**src/hw/rtl/ddf_pkg.sv**
```systemverilog
// ----------------------------------------------------------------------------
// Depth discontinuity filter package
// Shared types, constants and the neighbour distance check of the filter.
// ----------------------------------------------------------------------------
`default_nettype none

package ddf_pkg;

   localparam int DEPTH_BITS          = 24;
   localparam int SIZE_BITS           = 9;
   localparam int COL_OUT_BITS        = 8;
   localparam int ROW_OUT_BITS        = 8;
   localparam int CSR_INDEX_BITS      = 2;
   localparam int CSR_DATA_BITS       = 24;
   localparam int MAX_WIDTH_DEFAULT   = 256;
   localparam int MAX_HEIGHT_DEFAULT  = 256;

   typedef logic [DEPTH_BITS-1:0]   depth_code_type;
   typedef logic [SIZE_BITS-1:0]    frame_size_type;
   typedef logic [COL_OUT_BITS-1:0] pixel_column_type;
   typedef logic [ROW_OUT_BITS-1:0] pixel_row_type;

   localparam depth_code_type THRESHOLD_RESET = depth_code_type'(167772);
   localparam frame_size_type WIDTH_RESET     = frame_size_type'(200);
   localparam frame_size_type HEIGHT_RESET    = frame_size_type'(200);
   localparam depth_code_type FAR_CODE        = '1;

   typedef enum logic [CSR_INDEX_BITS-1:0] {
      CSR_DEPTH_THRESHOLD = 2'd0,
      CSR_FRAME_WIDTH     = 2'd1,
      CSR_FRAME_HEIGHT    = 2'd2
   } csr_index_type;

   typedef struct packed {
      depth_code_type depth_code;
      logic           flush;
   } req_payload_type;

   typedef struct packed {
      pixel_column_type pixel_column;
      pixel_row_type    pixel_row;
      depth_code_type   pixel_depth;
   } rsp_payload_type;

   // Position and neighbour existence of the pixel judged by one beat.
   typedef struct packed {
      pixel_column_type column;
      pixel_row_type    row;
      logic             judge;
      logic             has_left;
      logic             has_right;
      logic             has_up;
      logic             has_down;
   } judge_tag_type;

   function automatic logic depth_near(input depth_code_type a, input depth_code_type b,
                                       input depth_code_type limit);
      depth_code_type diff;
      diff = (a > b) ? (a - b) : (b - a);
      return diff <= limit;
   endfunction

endpackage

`default_nettype wire

```
**src/hw/rtl/ddf_judge.sv**
```systemverilog
// ----------------------------------------------------------------------------
// Depth discontinuity filter judge stage
// Holds the centre and left window, compares the centre pixel with its four
// neighbours and drives the registered result channel.
// ----------------------------------------------------------------------------
`default_nettype none

module ddf_judge (
   input  wire logic                    clock,
   input  wire logic                    reset,
   input  wire logic                    enter,
   input  wire ddf_pkg::judge_tag_type  tag,
   input  wire ddf_pkg::depth_code_type down,
   input  wire ddf_pkg::depth_code_type rd_a,
   input  wire ddf_pkg::depth_code_type rd_b,
   input  wire ddf_pkg::depth_code_type threshold,
   output logic                         ready,
   output logic                         rsp_valid,
   input  wire logic                    rsp_stall,
   output ddf_pkg::rsp_payload_type     rsp_payload
);

   logic                      s1_valid_ff;
   ddf_pkg::judge_tag_type    s1_tag_ff;
   ddf_pkg::depth_code_type   s1_down_ff;
   ddf_pkg::depth_code_type   centre_ff;
   ddf_pkg::depth_code_type   left_ff;
   logic                      rsp_valid_ff;
   ddf_pkg::rsp_payload_type  rsp_payload_ff;
   logic                      s1_emit;
   logic                      s1_advance;

   always_comb begin
      s1_emit = s1_valid_ff && s1_tag_ff.judge
                && (centre_ff != '0) && (centre_ff != ddf_pkg::FAR_CODE)
                && (!s1_tag_ff.has_left  || ddf_pkg::depth_near(centre_ff, left_ff, threshold))
                && (!s1_tag_ff.has_right || ddf_pkg::depth_near(centre_ff, rd_a, threshold))
                && (!s1_tag_ff.has_up    || ddf_pkg::depth_near(centre_ff, rd_b, threshold))
                && (!s1_tag_ff.has_down  || ddf_pkg::depth_near(centre_ff, s1_down_ff, threshold));
      s1_advance = !s1_emit || !rsp_valid_ff || !rsp_stall;
   end

   always_ff @(posedge clock) begin
      if (reset) begin
         s1_valid_ff <= 1'b0;
      end else if (enter) begin
         s1_valid_ff <= 1'b1;
      end else if (s1_advance) begin
         s1_valid_ff <= 1'b0;
      end
   end

   // The previous beat's lookahead read is this beat's centre pixel.
   always_ff @(posedge clock) begin
      if (enter) begin
         s1_tag_ff  <= tag;
         s1_down_ff <= down;
         centre_ff  <= rd_a;
         left_ff    <= centre_ff;
      end
   end

   always_ff @(posedge clock) begin
      if (reset) begin
         rsp_valid_ff <= 1'b0;
      end else if (s1_emit && s1_advance) begin
         rsp_valid_ff <= 1'b1;
      end else if (!rsp_stall) begin
         rsp_valid_ff <= 1'b0;
      end
   end

   always_ff @(posedge clock) begin
      if (s1_emit && s1_advance) begin
         rsp_payload_ff.pixel_column <= s1_tag_ff.column;
         rsp_payload_ff.pixel_row    <= s1_tag_ff.row;
         rsp_payload_ff.pixel_depth  <= centre_ff;
      end
   end

   assign ready       = !s1_valid_ff || s1_advance;
   assign rsp_valid   = rsp_valid_ff;
   assign rsp_payload = rsp_payload_ff;

endmodule

`default_nettype wire

```
**config.mk**
```make
export PLATFORM = sky130hd
export DESIGN_NAME = ddf_judge
export DESIGN_NICKNAME = d
export VERILOG_FILES = /design/src/hw/rtl/ddf_pkg.sv /design/src/hw/rtl/ddf_judge.sv
export SDC_FILE = /design/constraint.sdc
export NUM_CORES = 1
export LEC_CHECK = 0
export BUFFER_PORTS_ARGS = -buffer_cell sky130_fd_sc_hd__buf_4
export CORE_MARGIN = 2
export CORE_UTILIZATION = 30
export CTS_CLUSTER_SIZE = 40
export DETAILED_ROUTE_END_ITERATION = 8
export GPL_TIMING_DRIVEN = 1
export SYNTH_ARGS = -nofsm -noshare
export SYNTH_HDL_FRONTEND = slang
export SYNTH_SLANG_ARGS = --single-unit
export TNS_END_PERCENT = 1
```
**constraint.sdc**
```tcl
create_clock -name clock -period 16.4 [get_ports clock]
set_input_delay 3.28 -clock clock [delete_from_list [all_inputs] [get_ports clock]]
set_output_delay 3.28 -clock clock [all_outputs]
set_load 0.05 [all_outputs]
```
# ---- After elaboration in Yosys (flattened, before gate mapping)
# Cells that the tools add are included.
dict set report totals {
  n_memories 0
  out_inout_bits 42
  latch_bits 0
  elab_cells 66
  register_bits 135
  rom_bits 0
  mem_bits_rw 0
}
dict set report classes {
  add_sub_neg 8
  mul 0
  div 0
  magnitude_cmp 8
  n_reduce_logical 25
  shifts 0
  n_mux 8
  n_eq_ne 2
  bitwise_logic 0
}
# operator n
set ops {}
lappend ops {{$sub 24x24->24} 8}
lappend ops {{$gt 24x24->1} 4}
lappend ops {{$le 24x24->1} 4}
lappend ops {{$mux 24} 4}
lappend ops {{$ne 24x24->1 const B} 1}
lappend ops {{$reduce_bool 24->1} 1}
lappend ops {{$logic_and 1x1->1} 8}
lappend ops {{$logic_not 1->1} 8}
lappend ops {{$logic_or 1x1->1} 7}
lappend ops {{$mux 1} 4}
lappend ops {{$ne 2x1->1 const B} 1}
lappend ops {{$reduce_bool 2->1} 1}

# ---- Depth between registers and ports, before layout
dict set report logic_depth {
  ltp_word 13
  ltp_mapped 27
}

# ---- Worst setup path after synthesis
# Ideal clock, no wire load.
dict set report synth_timing {
  kind {input -> output}
  start {input rd_b[19]}
  end {output ready}
  t_arrival_ns 7.832
  required_ns 13.120
  slack_ns 5.288
  cell_stages 23
  path_cell_list {inv_1 -> ha_1 -> buf_2 -> a21oi_2 -> o21ai_0 -> a221oi_1 -> nand4_1 -> nand2_1 -> buf_4 -> mux2_2 -> a311oi_1 -> o21ai_0 -> xor2_1 -> ha_1 -> nand2_1 -> nor3_1 -> nand4_1 -> nor3_1 -> nand3_1 -> o31a_1 -> a211oi_1 -> o211ai_1 -> or2_2}
}
dict set report synth_between {
  elab_chain_len 10
  word_cells_on_any_way 12
  cone_classes {2 x add/sub; 2 x order compare; 1 x mux; 7 x reduce/logical}
}
# item line_no
set synth_lines {}
lappend synth_lines {{start: declaration} ddf_judge.sv:15} ;# input wire ddf_pkg::depth_code_type rd_b,
lappend synth_lines {{$sub 24x24->24 / $gt 24x24->1 (equally long branches)} ddf_pkg.sv:59} ;# diff = (a > b) ? (a - b) : (b - a);
lappend synth_lines {{$mux 24 *} ddf_pkg.sv:59}
lappend synth_lines {{$le 24x24->1 *} ddf_pkg.sv:60} ;# return diff <= limit;
lappend synth_lines {{$logic_or 1x1->1 *} ddf_judge.sv:38} ;# && (!s1_tag_ff.has_up || ddf_pkg::depth_near(centre_ff, rd_b, threshold))
lappend synth_lines {{$logic_and 1x1->1 *} ddf_judge.sv:38}
lappend synth_lines {{$logic_and 1x1->1 *} ddf_judge.sv:39} ;# && (!s1_tag_ff.has_down || ddf_pkg::depth_near(centre_ff, s1_down_ff, threshold));
lappend synth_lines {{$logic_not 1->1 *} ddf_judge.sv:40} ;# s1_advance = !s1_emit || !rsp_valid_ff || !rsp_stall;
lappend synth_lines {{$logic_or 1x1->1 * (2 in a row)} ddf_judge.sv:40}
lappend synth_lines {{$logic_or 1x1->1 *} ddf_judge.sv:81} ;# assign ready = !s1_valid_ff || s1_advance;
lappend synth_lines {{end: declaration} ddf_judge.sv:17} ;# output logic ready,
# Every way passes the cells marked *; elsewhere a longest branch is shown, timed or not.

# ---- Final worst setup path
dict set report layout_timing {
  start {input rd_b[21]}
  end {output ready}
}
# Same word-level chain as after synthesis.

==> metrics <==
initial drt markers=1288; Synth cell types=85; WP data arrival=9.72 ns; clock latency on the worst-skew pair=0.45 ns; Slew Limit Fails=0; Initial Utilization=0.305; Synth Area in Compound Gates=0.238; largest area contributor in the netlist=edfxtp_1; most common cell in the netlist=ha_1; die area=55700 sq um; simple-gate share of the synthesized area=0.120; post-CTS setup buffers=0; TritonRoute pass-1 iters=8; Port Buffers=162; DR WL/cell=21.9 microns; final WL=58100 microns; Worst Skew=0.0134 ns; DRC viols=0; DRT antenna net count=0; static leakage=8.56 nW; TritonCTS Buffers=17; CP Launch Point=rd_b[21]; fin crit period=13.00 ns; RSZ-0062 raised after global routing=no; Mapped Area=16100 sq um; die height=236 microns; worst-path maximum fanout=21; Root Buffer=clkbuf_16; row count=84; Synth Area per Inst=8.85 sq um; share of the synthesized area in the top cell type=0.248; I/O Pins=163; total grt overflow=0; cell area after layout=18500 sq um; Relative slew margins=0.367; Vias/cell=5.54; R2R Path Start=centre_ff[17]; CTS clk-pin slew, worst paths=0.06 ns; Longest Clk Path Bufs=2; Power Density=92.2 nW/um^2; Worst Hold Launch=s1_tag_ff[15]; Worst setup EP type=output pin; WS Path Type=in -> out; post-route insts no fill=2648; Chip Width=236 microns; Num Clock Sinks=135; hpwl dp=47700 microns; CP Launch Type=input pin; layout cell share with drive strength beyond 1=0.138; status=complete, no violations; initial antenna violation count=1; FMAX=76.9 MHz; XOR/XNOR Fraction of Synth Area=0.0461; # hold bufs at CTS=0; maximum vdd drop=0.0000804 V; largest family of logic cells by synthesized area=compound AO/OA/AOI/OAI gates; # setup viols final=0; first-pass GRT wire length=87000 microns; worst slew pin tran=0.949 ns; DR vias=14700; worst hold path type=reg -> reg; fin nets=2359; vias in the first global route=14700; Placed Area=17900 sq um; synthesis-to-finish area growth=14.7%; largest net degree at the start of global routing=49; EDFF count, synth=133; Post-Synthesis Cells=1824; synthesized flop and latch total=135; gr usage total=0.205; Synth Area in Adders=0.230; synth top area cells=edfxtp_1, ha_1, a21oi_1, inv_1, a21o_1; max_cap viols=0; mux share of post-synthesis cell area=0.0445; cts repair resizes=0; total number of yosys warnings=0; list of most frequent post-synthesis cells=ha_1, a21oi_1, inv_1; CTS tree=done; Tot Pwr=0.00171 W; Async S/R FF share, synth=0; count of final hold-check violations=0; placed instance count=2615; ys flop type=edfxtp_1; Seq/Total Area, Yosys=0.250; Mapped Nets=2237; TNS Setup=0 ns; Core Util, Final=0.350; CP required=13.12 ns; routability congestion estimate=0.943; H-tree depth=4; Core ar.=52900 sq um; fin crit share=0.792
==> critical path: stages <==
cell,delay (ns)
buf_4,0.11
inv_1,0.04
ha_1,0.46
nand4_2,0.17
nor4_2,0.52
o311ai_1,0.26
nand4_1,0.22
nand2_1,0.52
a211oi_1,0.38
a31oi_1,0.12
a311oi_1,0.61
o21ai_0,0.22
xor2_1,0.19
ha_1,0.31
nand2_1,0.05
nor3_1,0.29
nand4_1,0.17
nor3_1,0.28
nand3_1,0.15
o31a_1,0.31
a211oi_1,0.20
o211ai_1,0.23
or2_2,0.39
buf_4,0.20
==> registers in the layout, indices dropped and copies added (netlist names) <==
register,count
centre_ff,24
s1_tag_ff,21
rsp_payload,40
s1_down_ff,24
rsp_valid,1
s1_valid_ff,1
left_ff,24
==> power by group <==
| part | leakage [nW] | switching (W) | internal (W) |
|---|---|---|---|
| combinational | 6.99 | 0.000538 | 0.000358 |
| sequential | 1.29 | 0.0000229 | 0.000409 |
| clock | 0.277 | 0.000177 | 0.000201 |
| total | 8.56 | 0.000738 | 0.000968 |
==> cell usage in the layout, fill, tap and decap left out, drive strengths merged, types with 16 or more instances in the layout <==
cell type,n
ha,284
inv,201
a21oi,200
buf,179
edfxtp,133
nand2,104
nor2,98
o21ai,94
a21o,91
xnor2,61
nand4,52
mux2i,47
nand3,28
o21bai,28
xor2,24
nor3,23
mux2,22
nor2b,21
a31oi,19
a211oi,19
clkbuf,18
nand2b,16
nor4,16
o211ai,16
o21a,16
==> cell type report <==
| type | instances | area, sq um |
|---|---|---|
| antenna | 1 | 2.50 |
| timing repair buffer | 179 | 1340 |
| sequential | 135 | 4030 |
| clock inverter | 14 | 135 |
| inverter | 192 | 721 |
| clock buffer | 18 | 429 |
| fill | 5512 | 34400 |
| multi-input combinational | 1421 | 11000 |
| tap | 688 | 861 |
==> cells by family after synthesis <==
logic type,after synthesis
compound gates,584
simple gates,391
fa+ha+maj,292
buf+inv,268
flops,135
xor+xnor,85
mux,69
==> metrics by stage <==
step	hold slack, ns	setup WS (ns)
after global routing	0.426	2.93
final	0.420	3.40
after floorplan	0.400	5.29
after detailed placement	0.405	3.53
after global placement	0.400	3.64
after CTS	0.422	3.51
==> worst paths after layout <==
kind                     end  slack (ns)  cells past startpoint
min          rsp_payload[34]        0.42                      0
max                    ready        3.40                     24
min reg2reg  rsp_payload[34]        0.42                      0
max reg2reg  rsp_payload[23]        8.29                     23
==> routing by layer <==
layer,track usage,wire length [microns],vias up
met2,0.352,27900,429
met3,0.0253,2510,70
met5,0,0,-
li1,-,-,6939
met1,0.268,26300,7219
met4,0.0614,1380,0
No activity file was read; power rests on OpenSTA's default activity.
